===== config.mk =====
export PLATFORM = sky130hd
export DESIGN_NAME = frequency_sorted_color_queue_unit
export DESIGN_NICKNAME = d
export VERILOG_FILES = /design/src/rtl/fscq_pkg.sv /design/src/rtl/fscq_ram.sv /design/src/rtl/fscq_datapath.sv /design/src/rtl/fscq_ctrl.sv /design/src/rtl/frequency_sorted_color_queue_unit.sv
export SDC_FILE = /design/constraint.sdc
export NUM_CORES = 1
export LEC_CHECK = 0
export BUFFER_PORTS_ARGS = -buffer_cell sky130_fd_sc_hd__clkbuf_2
export CELL_PAD_IN_SITES_DETAIL_PLACEMENT = 0
export CELL_PAD_IN_SITES_GLOBAL_PLACEMENT = 1
export CORE_UTILIZATION = 45
export DETAILED_ROUTE_END_ITERATION = 7
export GPL_TIMING_DRIVEN = 0
export PLACE_DENSITY = 0.71
export RECOVER_POWER = 25
export REMOVE_ABC_BUFFERS = 1
export SETUP_SLACK_MARGIN = 0.05
export SLEW_MARGIN = 20
export SYNTH_ARGS = -nofsm -noshare
export SYNTH_HDL_FRONTEND = slang
export SYNTH_SLANG_ARGS = --single-unit

===== constraint.sdc =====
create_clock -name clk_i -period 12.8 [get_ports clk_i]
set_input_delay 0.64 -clock clk_i [delete_from_list [all_inputs] [get_ports clk_i]]
set_output_delay 0.64 -clock clk_i [all_outputs]
set_load 0.05 [all_outputs]

===== src/rtl/fscq_pkg.sv =====
package fscq_pkg;

  localparam int COLOR_W  = 8;
  localparam int COUNT_W  = 24;
  localparam int POS_W    = 8;
  localparam int LENGTH_W = 6;
  localparam int ENTRY_W  = COLOR_W + COUNT_W;

  typedef enum logic [1:0] {
    REQ_APPEND = 2'd0,
    REQ_INSERT = 2'd1,
    REQ_REMOVE = 2'd2,
    REQ_READ   = 2'd3
  } req_e;

  typedef enum logic [1:0] {
    ST_OK    = 2'd0,
    ST_EMPTY = 2'd1,
    ST_FULL  = 2'd2,
    ST_RANGE = 2'd3
  } status_e;

  // logical index source for the shared address adder
  typedef enum logic [1:0] {
    IDX_ZERO,
    IDX_POS,
    IDX_K,
    IDX_FILL
  } idx_sel_e;

  typedef enum logic [2:0] {
    S_IDLE,
    S_EXEC,
    S_RD_WAIT,
    S_INS_RD,
    S_INS_CHK,
    S_RESP
  } state_e;

  typedef struct packed {
    logic [COLOR_W-1:0] color;
    logic [COUNT_W-1:0] count;
  } entry_t;

  typedef struct packed {
    logic     capture;
    logic     res_set;
    status_e  res_status;
    idx_sel_e idx_sel;
    logic     append;
    logic     rd_take;
    logic     pop;
    logic     ins_init;
    logic     ins_step;
    logic     ins_finish;
    logic     load_out;
  } cmd_t;

  typedef struct packed {
    req_e req;
    logic full;
    logic empty;
    logic pos_oob;
    logic k_end;
  } stat_t;

endpackage


===== src/rtl/fscq_ram.sv =====
module fscq_ram #(
  parameter int WIDTH = 32,
  parameter int DEPTH = 32
) (
  input  logic                     clk_i,
  input  logic                     we_i,
  input  logic [$clog2(DEPTH)-1:0] addr_i,
  input  logic [WIDTH-1:0]         wdata_i,
  output logic [WIDTH-1:0]         rdata_o
);

  logic [WIDTH-1:0] mem_q [DEPTH];
  logic [WIDTH-1:0] rdata_q;

  always_ff @(posedge clk_i) begin
    if (we_i) begin
      mem_q[addr_i] <= wdata_i;
    end
    rdata_q <= mem_q[addr_i];
  end

  assign rdata_o = rdata_q;

endmodule


===== src/rtl/fscq_datapath.sv =====
module fscq_datapath import fscq_pkg::*; #(
  parameter int CAPACITY = 32
) (
  input  logic                clk_i,
  input  logic                rst_ni,
  input  cmd_t                cmd_i,
  output stat_t               stat_o,
  input  logic [1:0]          req_type_i,
  input  logic [COLOR_W-1:0]  color_in_i,
  input  logic [COUNT_W-1:0]  count_in_i,
  input  logic [POS_W-1:0]    position_i,
  output logic [1:0]          status_o,
  output logic [COLOR_W-1:0]  color_out_o,
  output logic [COUNT_W-1:0]  count_out_o,
  output logic [LENGTH_W-1:0] length_o,
  output logic                is_empty_o
);

  localparam int AW = $clog2(CAPACITY);
  localparam int CW = $clog2(CAPACITY + 1);
  localparam int PW = (CW > POS_W) ? CW : POS_W;

  // captured request
  req_e               req_q;
  logic [COLOR_W-1:0] color_q;
  logic [COUNT_W-1:0] count_q;
  logic [POS_W-1:0]   pos_q;

  // queue bookkeeping
  logic [AW-1:0] head_q, head_d;
  logic [CW-1:0] fill_q, fill_d;
  logic [CW-1:0] k_q, k_d;
  logic          placing_q, placing_d;
  entry_t        carry_q;

  // result and output registers
  status_e             res_status_q;
  logic [COLOR_W-1:0]  res_color_q;
  logic [COUNT_W-1:0]  res_count_q;
  logic [1:0]          status_q;
  logic [COLOR_W-1:0]  color_out_q;
  logic [COUNT_W-1:0]  count_out_q;
  logic [LENGTH_W-1:0] length_q;
  logic                is_empty_q;

  logic [CW-1:0]  lidx;
  logic [AW:0]    addr_sum;
  logic [AW:0]    addr_wrap;
  logic [AW-1:0]  ram_addr;
  logic           ram_we;
  entry_t         ram_wdata;
  entry_t         rd_entry;
  logic [ENTRY_W-1:0] ram_rdata;
  entry_t         new_entry;
  logic           greater;

  // logical index to ring address
  always_comb begin
    unique case (cmd_i.idx_sel)
      IDX_ZERO: lidx = '0;
      IDX_POS:  lidx = CW'(pos_q);
      IDX_K:    lidx = k_q;
      IDX_FILL: lidx = fill_q;
      default:  lidx = '0;
    endcase
  end

  assign addr_sum  = {1'b0, head_q} + (AW+1)'(lidx);
  assign addr_wrap = (addr_sum >= (AW+1)'(CAPACITY)) ? addr_sum - (AW+1)'(CAPACITY)
                                                      : addr_sum;
  assign ram_addr  = addr_wrap[AW-1:0];

  assign rd_entry  = ram_rdata;
  assign new_entry = '{color: color_q, count: count_q};
  assign greater   = rd_entry.count > count_q;

  // first larger entry takes the new one, every later entry moves up one slot
  assign ram_we    = cmd_i.append | cmd_i.ins_finish |
                     (cmd_i.ins_step & (placing_q | greater));
  assign ram_wdata = (!cmd_i.append && placing_q) ? carry_q : new_entry;

  fscq_ram #(
    .WIDTH (ENTRY_W),
    .DEPTH (CAPACITY)
  ) u_ram (
    .clk_i   (clk_i),
    .we_i    (ram_we),
    .addr_i  (ram_addr),
    .wdata_i (ram_wdata),
    .rdata_o (ram_rdata)
  );

  always_comb begin
    fill_d = fill_q;
    if (cmd_i.append || cmd_i.ins_finish) begin
      fill_d = fill_q + CW'(1);
    end else if (cmd_i.pop) begin
      fill_d = fill_q - CW'(1);
    end
  end

  always_comb begin
    head_d = head_q;
    if (cmd_i.pop) begin
      head_d = (head_q == AW'(CAPACITY - 1)) ? '0 : head_q + AW'(1);
    end
  end

  always_comb begin
    k_d       = k_q;
    placing_d = placing_q;
    if (cmd_i.ins_init) begin
      k_d       = '0;
      placing_d = 1'b0;
    end else if (cmd_i.ins_step) begin
      k_d       = k_q + CW'(1);
      placing_d = placing_q | greater;
    end
  end

  always_ff @(posedge clk_i or negedge rst_ni) begin
    if (!rst_ni) begin
      head_q    <= '0;
      fill_q    <= '0;
      k_q       <= '0;
      placing_q <= 1'b0;
    end else begin
      head_q    <= head_d;
      fill_q    <= fill_d;
      k_q       <= k_d;
      placing_q <= placing_d;
    end
  end

  always_ff @(posedge clk_i) begin
    if (cmd_i.capture) begin
      req_q   <= req_e'(req_type_i);
      color_q <= color_in_i;
      count_q <= count_in_i;
      pos_q   <= position_i;
    end
    if (cmd_i.ins_step && (placing_q || greater)) begin
      carry_q <= rd_entry;
    end
    if (cmd_i.res_set) begin
      res_status_q <= cmd_i.res_status;
      res_color_q  <= '0;
      res_count_q  <= '0;
    end else if (cmd_i.rd_take) begin
      res_color_q <= rd_entry.color;
      res_count_q <= rd_entry.count;
    end
    if (cmd_i.load_out) begin
      status_q    <= res_status_q;
      color_out_q <= res_color_q;
      count_out_q <= res_count_q;
      length_q    <= LENGTH_W'(fill_q);
      is_empty_q  <= (fill_q == '0);
    end
  end

  assign stat_o.req     = req_q;
  assign stat_o.full    = (fill_q == CW'(CAPACITY));
  assign stat_o.empty   = (fill_q == '0);
  assign stat_o.pos_oob = PW'(pos_q) >= PW'(fill_q);
  assign stat_o.k_end   = (k_q == fill_q);

  assign status_o    = status_q;
  assign color_out_o = color_out_q;
  assign count_out_o = count_out_q;
  assign length_o    = length_q;
  assign is_empty_o  = is_empty_q;

  a_fill_bound : assert property (@(posedge clk_i) disable iff (!rst_ni)
    fill_q <= CW'(CAPACITY))
    else $error("fill level beyond capacity");

  a_grow_not_full : assert property (@(posedge clk_i) disable iff (!rst_ni)
    (cmd_i.append || cmd_i.ins_finish) |-> (fill_q != CW'(CAPACITY)))
    else $error("entry added to a full queue");

  a_pop_not_empty : assert property (@(posedge clk_i) disable iff (!rst_ni)
    cmd_i.pop |-> (fill_q != '0))
    else $error("head removed from an empty queue");

  a_scan_in_range : assert property (@(posedge clk_i) disable iff (!rst_ni)
    cmd_i.ins_step |-> (k_q < fill_q))
    else $error("insert scan ran past the tail");

endmodule


===== src/rtl/fscq_ctrl.sv =====
module fscq_ctrl import fscq_pkg::*; (
  input  logic  clk_i,
  input  logic  rst_ni,
  input  logic  in_valid_i,
  output logic  in_ready_o,
  output logic  out_valid_o,
  input  logic  out_ready_i,
  input  stat_t stat_i,
  output cmd_t  cmd_o
);

  state_e state_q, state_d;
  logic   out_valid_q, out_valid_d;
  logic   out_free;

  assign out_free = !out_valid_q || out_ready_i;

  // next state
  always_comb begin
    state_d = state_q;
    unique case (state_q)
      S_IDLE: begin
        if (in_valid_i) state_d = S_EXEC;
      end
      S_EXEC: begin
        unique case (stat_i.req)
          REQ_APPEND: state_d = S_RESP;
          REQ_INSERT: state_d = stat_i.full ? S_RESP : S_INS_RD;
          REQ_REMOVE: state_d = stat_i.empty ? S_RESP : S_RD_WAIT;
          REQ_READ:   state_d = (stat_i.empty || stat_i.pos_oob) ? S_RESP : S_RD_WAIT;
          default:    state_d = S_RESP;
        endcase
      end
      S_RD_WAIT: state_d = S_RESP;
      S_INS_RD:  state_d = stat_i.k_end ? S_RESP : S_INS_CHK;
      S_INS_CHK: state_d = S_INS_RD;
      S_RESP: begin
        if (out_free) state_d = S_IDLE;
      end
      default: state_d = S_IDLE;
    endcase
  end

  // commands
  always_comb begin
    cmd_o      = '0;
    cmd_o.res_status = ST_OK;
    cmd_o.idx_sel    = IDX_ZERO;
    in_ready_o = 1'b0;
    unique case (state_q)
      S_IDLE: begin
        in_ready_o    = 1'b1;
        cmd_o.capture = in_valid_i;
      end
      S_EXEC: begin
        cmd_o.res_set = 1'b1;
        unique case (stat_i.req)
          REQ_APPEND: begin
            if (stat_i.full) begin
              cmd_o.res_status = ST_FULL;
            end else begin
              cmd_o.append  = 1'b1;
              cmd_o.idx_sel = IDX_FILL;
            end
          end
          REQ_INSERT: begin
            if (stat_i.full) cmd_o.res_status = ST_FULL;
            else             cmd_o.ins_init   = 1'b1;
          end
          REQ_REMOVE: begin
            if (stat_i.empty) cmd_o.res_status = ST_EMPTY;
          end
          REQ_READ: begin
            if (stat_i.empty)        cmd_o.res_status = ST_EMPTY;
            else if (stat_i.pos_oob) cmd_o.res_status = ST_RANGE;
            else                     cmd_o.idx_sel    = IDX_POS;
          end
          default: cmd_o.res_status = ST_OK;
        endcase
      end
      S_RD_WAIT: begin
        cmd_o.rd_take = 1'b1;
        cmd_o.pop     = (stat_i.req == REQ_REMOVE);
      end
      S_INS_RD: begin
        cmd_o.idx_sel    = IDX_K;
        cmd_o.ins_finish = stat_i.k_end;
      end
      S_INS_CHK: begin
        cmd_o.idx_sel  = IDX_K;
        cmd_o.ins_step = 1'b1;
      end
      S_RESP: begin
        cmd_o.load_out = out_free;
      end
      default: in_ready_o = 1'b0;
    endcase
  end

  assign out_valid_d = cmd_o.load_out || (out_valid_q && !out_ready_i);

  always_ff @(posedge clk_i or negedge rst_ni) begin
    if (!rst_ni) begin
      state_q     <= S_IDLE;
      out_valid_q <= 1'b0;
    end else begin
      state_q     <= state_d;
      out_valid_q <= out_valid_d;
    end
  end

  assign out_valid_o = out_valid_q;

  a_load_when_free : assert property (@(posedge clk_i) disable iff (!rst_ni)
    cmd_o.load_out |-> (!out_valid_q || out_ready_i))
    else $error("result overwritten before it was taken");

endmodule


===== src/rtl/frequency_sorted_color_queue_unit.sv =====
// frequency sorted color queue
//
// in channel (in_valid_i / in_ready_o) takes one request item: append at
// tail, insert by frequency (after equal keys), remove head or read at a
// position from the head. out channel (out_valid_o / out_ready_i) returns
// one result item per request: status, color and count of the entry
// concerned (zero otherwise), length after the request and an empty flag.
// entries live in a ring buffer in one single-port ram with registered
// read; head pointer and fill level are flip-flops.
// insert scans the queued entries in turn, each with a ram read step
// (S_INS_RD) and then a compare/shift step (S_INS_CHK).
// one request is worked at a time: in_ready_o is high only in idle, the
// cycle after the result is loaded; a new item may be accepted while the
// previous result still waits.
// reset clears fill level, head pointer and control; ram contents are not
// cleared, as no entry is read before it is written.
// a stalled receiver holds the result; a finished request waits until the
// output register frees up, and the input stays blocked meanwhile.
module frequency_sorted_color_queue_unit import fscq_pkg::*; #(
  parameter int CAPACITY = 32
) (
  input  logic                clk_i,
  input  logic                rst_ni,
  input  logic                in_valid_i,
  output logic                in_ready_o,
  input  logic [1:0]          req_type_i,
  input  logic [COLOR_W-1:0]  color_in_i,
  input  logic [COUNT_W-1:0]  count_in_i,
  input  logic [POS_W-1:0]    position_i,
  output logic                out_valid_o,
  input  logic                out_ready_i,
  output logic [1:0]          status_o,
  output logic [COLOR_W-1:0]  color_out_o,
  output logic [COUNT_W-1:0]  count_out_o,
  output logic [LENGTH_W-1:0] length_o,
  output logic                is_empty_o
);

  // command and status between sequencer and datapath
  cmd_t  cmd;
  stat_t stat;

  fscq_ctrl u_ctrl (
    .clk_i       (clk_i),
    .rst_ni      (rst_ni),
    .in_valid_i  (in_valid_i),
    .in_ready_o  (in_ready_o),
    .out_valid_o (out_valid_o),
    .out_ready_i (out_ready_i),
    .stat_i      (stat),
    .cmd_o       (cmd)
  );

  // ring buffer, insert scan and result registers
  fscq_datapath #(
    .CAPACITY (CAPACITY)
  ) u_datapath (
    .clk_i       (clk_i),
    .rst_ni      (rst_ni),
    .cmd_i       (cmd),
    .stat_o      (stat),
    .req_type_i  (req_type_i),
    .color_in_i  (color_in_i),
    .count_in_i  (count_in_i),
    .position_i  (position_i),
    .status_o    (status_o),
    .color_out_o (color_out_o),
    .count_out_o (count_out_o),
    .length_o    (length_o),
    .is_empty_o  (is_empty_o)
  );

endmodule

==> results.yml <==
synthesis:
  synth_area_per_cell_um2: 20.5
  synth_cell_types: 58
  synthesis.area_um2: 47200
  synthCells: 2302
  synth_ff_type: "edfxtp_1"
  ys_warn_count: 0
  synth_top_cell_area_share_pct: 72.5
  synth-edff-count: 1141
  ys_top_cells_by_area: "edfxtp_1 73%, mux4_2 13%, dfxtp_1 2.7%"
  synthMostInstantiatedCell: "edfxtp_1"
  ys_ff_latch: 1227
  synthTopCellsByCount: "1141 x edfxtp_1, 266 x mux4_2, 114 x nand2_1"
  yosysTopAreaCell: "edfxtp_1"
  ys_seq_area_share_pct: 76.4
  synth_async_sr_flop_share_pct: 1.79
route:
  postRouteAntennaNets: 0
  vias: 24396
  drt_iter0_markers: 2632
  drt-pass1-iter-count: 5
  wl_mm: 118
  routedWlPerCell_um: 28.2
  vias_per_cell: 5.81
  drc: 0
place:
  io_buffers: 88
  post-dp-hpwl_mm: 82.0
  place_area_um2: 51800
  routabilityCongestion: 0.791
worst_hold_path:
  min_from: "count_in_i[16]"
  hold_depth: 1
  hp-class: "input port to flop"
  holdPathEnd: "u_datapath.count_q[16]"
global_routing:
  grt.total_usage_pct: 22.4
  antenna_found_initial: 3
  grt_max_degree: 46
  overflow: 0
  met1_usage_pct: 31.0
  grt_pass1_wl_mm: 172
  grtUsageMet3_pct: 4.07
  grtUsageMet2_pct: 37.1
  grt-busiest-layer: "met2"
  grt_pass1_vias: 25050
setup_path:
  r2r-start: "u_datapath.fill_q[5]"
  critPathMaxStageDelay_ns: 0.88
  r2r_end: "u_datapath.u_ram.mem_q[22][10]"
  cp_common_cell: "buf_2"
  r2r_cells: 19
  cp_top_family: "simple AND/OR/NAND/NOR gates"
  worstPathMaxFanout: 13
  r2r_slack_ns: 5.81
  cp_cell_sequence: "inv_1 -> ha_1 -> a2111oi_0 -> o2111ai_1 -> and2_1 -> o21ai_0 -> ha_1 -> and3_1 -> or3_1 -> and2_1 -> a211oi_1 -> a211oi_4 -> buf_8 -> buf_8 -> buf_6 -> nor4_2 -> buf_2 -> buf_2 -> buf_2"
  cp-end-kind: "flop"
  cp.arrival_ns: 7.40
  worstSetupPathType: "flop to flop"
  cpMaxStageDelayCell: "nor4_2"
  crit_required_ns: 13.21
  crit_start: "u_datapath.fill_q[5]"
  worst-path-buf-inv: 7
  cp-start-kind: "flop"
die:
  std_cell_rows: 118
  chipHeight_um: 326
  core_um2: 104000
  io_pins: 89
  fp.dieW_um: 326
  die_area_um2: 106000
  start_util_pct: 45.5
clocking:
  path_clk_slew_ns: 0.06
  cts_tree: "built"
  clkSinkCount: 1227
  clockBufferDepth: 3
  clk_latency_ns: 0.73
  cts_buffers: 121
  cts_setup_buffers: 0
  htree_levels: 3
  ctsResizeCount: 0
  cts_root_buffer: "clkbuf_16"
pwr:
  power_density_nw_per_um2: 143
  p_leak_nw: 19.0
  ir_drop_mv: 0.110
finish:
  diodes: 0
  syn_to_final_growth_pct: 17.9
  nFillCells: 7866
  final_cell_area_um2: 55700
  drive_gt1_share_pct: 31.7
  fin_nets: 2809
sta:
  hold_viol: 0
  slew_viol_final: 127
  setup_viol: 0
  fin_tns_setup_ns: 0
  worstMarginPinSlew_ns: 3.52
  period_share_pct: 54.6
  grt_setup_unrepaired: "no"
  fin_crit_ns: 6.99
  slew_headroom_pct: -134
  fmaxAchievable_ghz: 0.143
  fin_skew_ns: 0.0475
status:
  status: "complete, but fails checks"
  violations: "capacitance limit, slew limit"
flow_run:
  cap_violations: 5
==> through the flow <==
step / power, mW / hold slack, ns / utilization, % / instances / setup WS, ns
CTS: 8.01 / 0.0454 / 53.9 / 4202 / 5.91
detailed placement: 4.41 / 0.414 / 49.9 / 3972 / 5.91
global placement: 4.41 / 0.407 / 47.1 / 3647 / -14.81
floorplan: 4.40 / 0.344 / - / 2179 / -3.68
finish: 7.96 / 0.0893 / 53.7 / 4202 / 5.81
global route: 8.15 / 0.0535 / 53.7 / 4202 / 5.36
==> layout by cell type, fill, tap and decap left out, drive strengths merged, types with 8 or more instances in the layout <==
cell type	netlist	layout
a22o	24	24
o221ai	28	28
mux4	266	266
nor4	34	34
mux2	35	35
nand3	13	13
a21o	13	13
a21oi	74	74
nand2	114	114
bufinv	0	16
a22oi	28	28
dfxtp	64	64
clkinv	1	62
xor2	10	10
mux2i	55	55
buf	42	320
nor3	8	8
dfrtp	22	22
inv	37	40
ha	45	45
o21ai	28	28
nand4	9	9
xnor2	8	8
edfxtp	1141	1141
nor2	48	48
clkbuf	81	236
nand2b	10	10
==> layer usage <==
metal	up-vias	wire length [um]	part of all wire (%)
li1	10321	-	-
met1	12902	48400	41
met2	1029	58500	49
met3	144	9060	7.6
met4	0	2570	2.2
met5	-	0	0
==> final cells by class <==
type	instances	area [um2]	share of cell area, %
clock buffers	143	3200	5.75
clock inverters	86	923	1.66
inverters	38	144	0.258
multi-input cells	914	10800	19.4
flip-flops and latches	1227	36100	64.8
well taps	1380	1730	3.10
repair buffers	414	2800	5.03
==> where the power goes <==
part | switching (mW) | internal, mW | total [mW]
combinational | 0.00439 | 0.00474 | 0.00913
clock | 1.52 | 2.11 | 3.64
sequential | 0.00000000000000000776 | 4.32 | 4.32
==> cell families after synthesis <==
group / share of synthesized area (%)
xor gates and xnor gates: 0.334
and+or+nand+nor: 2.66
adders and majority gates: 1.28
buffers and inverters: 1.41
muxes: 14.7
AOI/OAI and AO/OA: 3.25
DFF: 76.4
==> worst reg2reg max path: cells and delay by family, from the launching register on <==
kind                       cells  cell delay, ns
adders and majority gates      2            0.72
buffers and inverters          7            1.51
AOI/OAI and AO/OA              5            1.96
and+or+nand+nor                5            2.00
DFF                            1            0.52
==> repair_timing <==
action                                  CTS  global route
hold buffers                              1             0
endpoints found under the hold margin    22             0
endpoints found under the setup margin    0             0
==> how the worst max path moves through the flow <==
stage / to / depth (start not counted)
6_report: u_datapath.u_ram.mem_q[22][10] / 19
5_1_grt: u_datapath.u_ram.mem_q[16][12] / 19
4_1_cts: u_datapath.u_ram.mem_q[22][12] / 19
3_5_place_dp: u_datapath.u_ram.mem_q[22][10] / 19
3_3_place_gp: u_datapath.u_ram.mem_q[7][10] / 9
2_1_floorplan: u_datapath.u_ram.mem_q[23][0] / 9
==> registers in the layout (all words and copies together), names as in the netlist <==
register                  count
u_datapath.u_ram.mem_q     1024
u_datapath.carry_q           32
u_datapath.u_ram.rdata_o     32
u_datapath.count_out_o       24
u_datapath.count_q           24
u_datapath.res_count_q       24
u_datapath.color_out_o        8
u_datapath.color_q            8
u_datapath.pos_q              8
u_datapath.res_color_q        8
u_datapath.fill_q             6
u_datapath.k_q                6
u_datapath.length_o           6
u_datapath.head_q             5
u_ctrl.state_q                3
u_datapath.req_q              2
u_datapath.res_status_q       2
u_datapath.status_o           2
u_ctrl.out_valid_o            1
u_datapath.is_empty_o         1
u_datapath.placing_q          1
(Power assumes the default switching activity.)
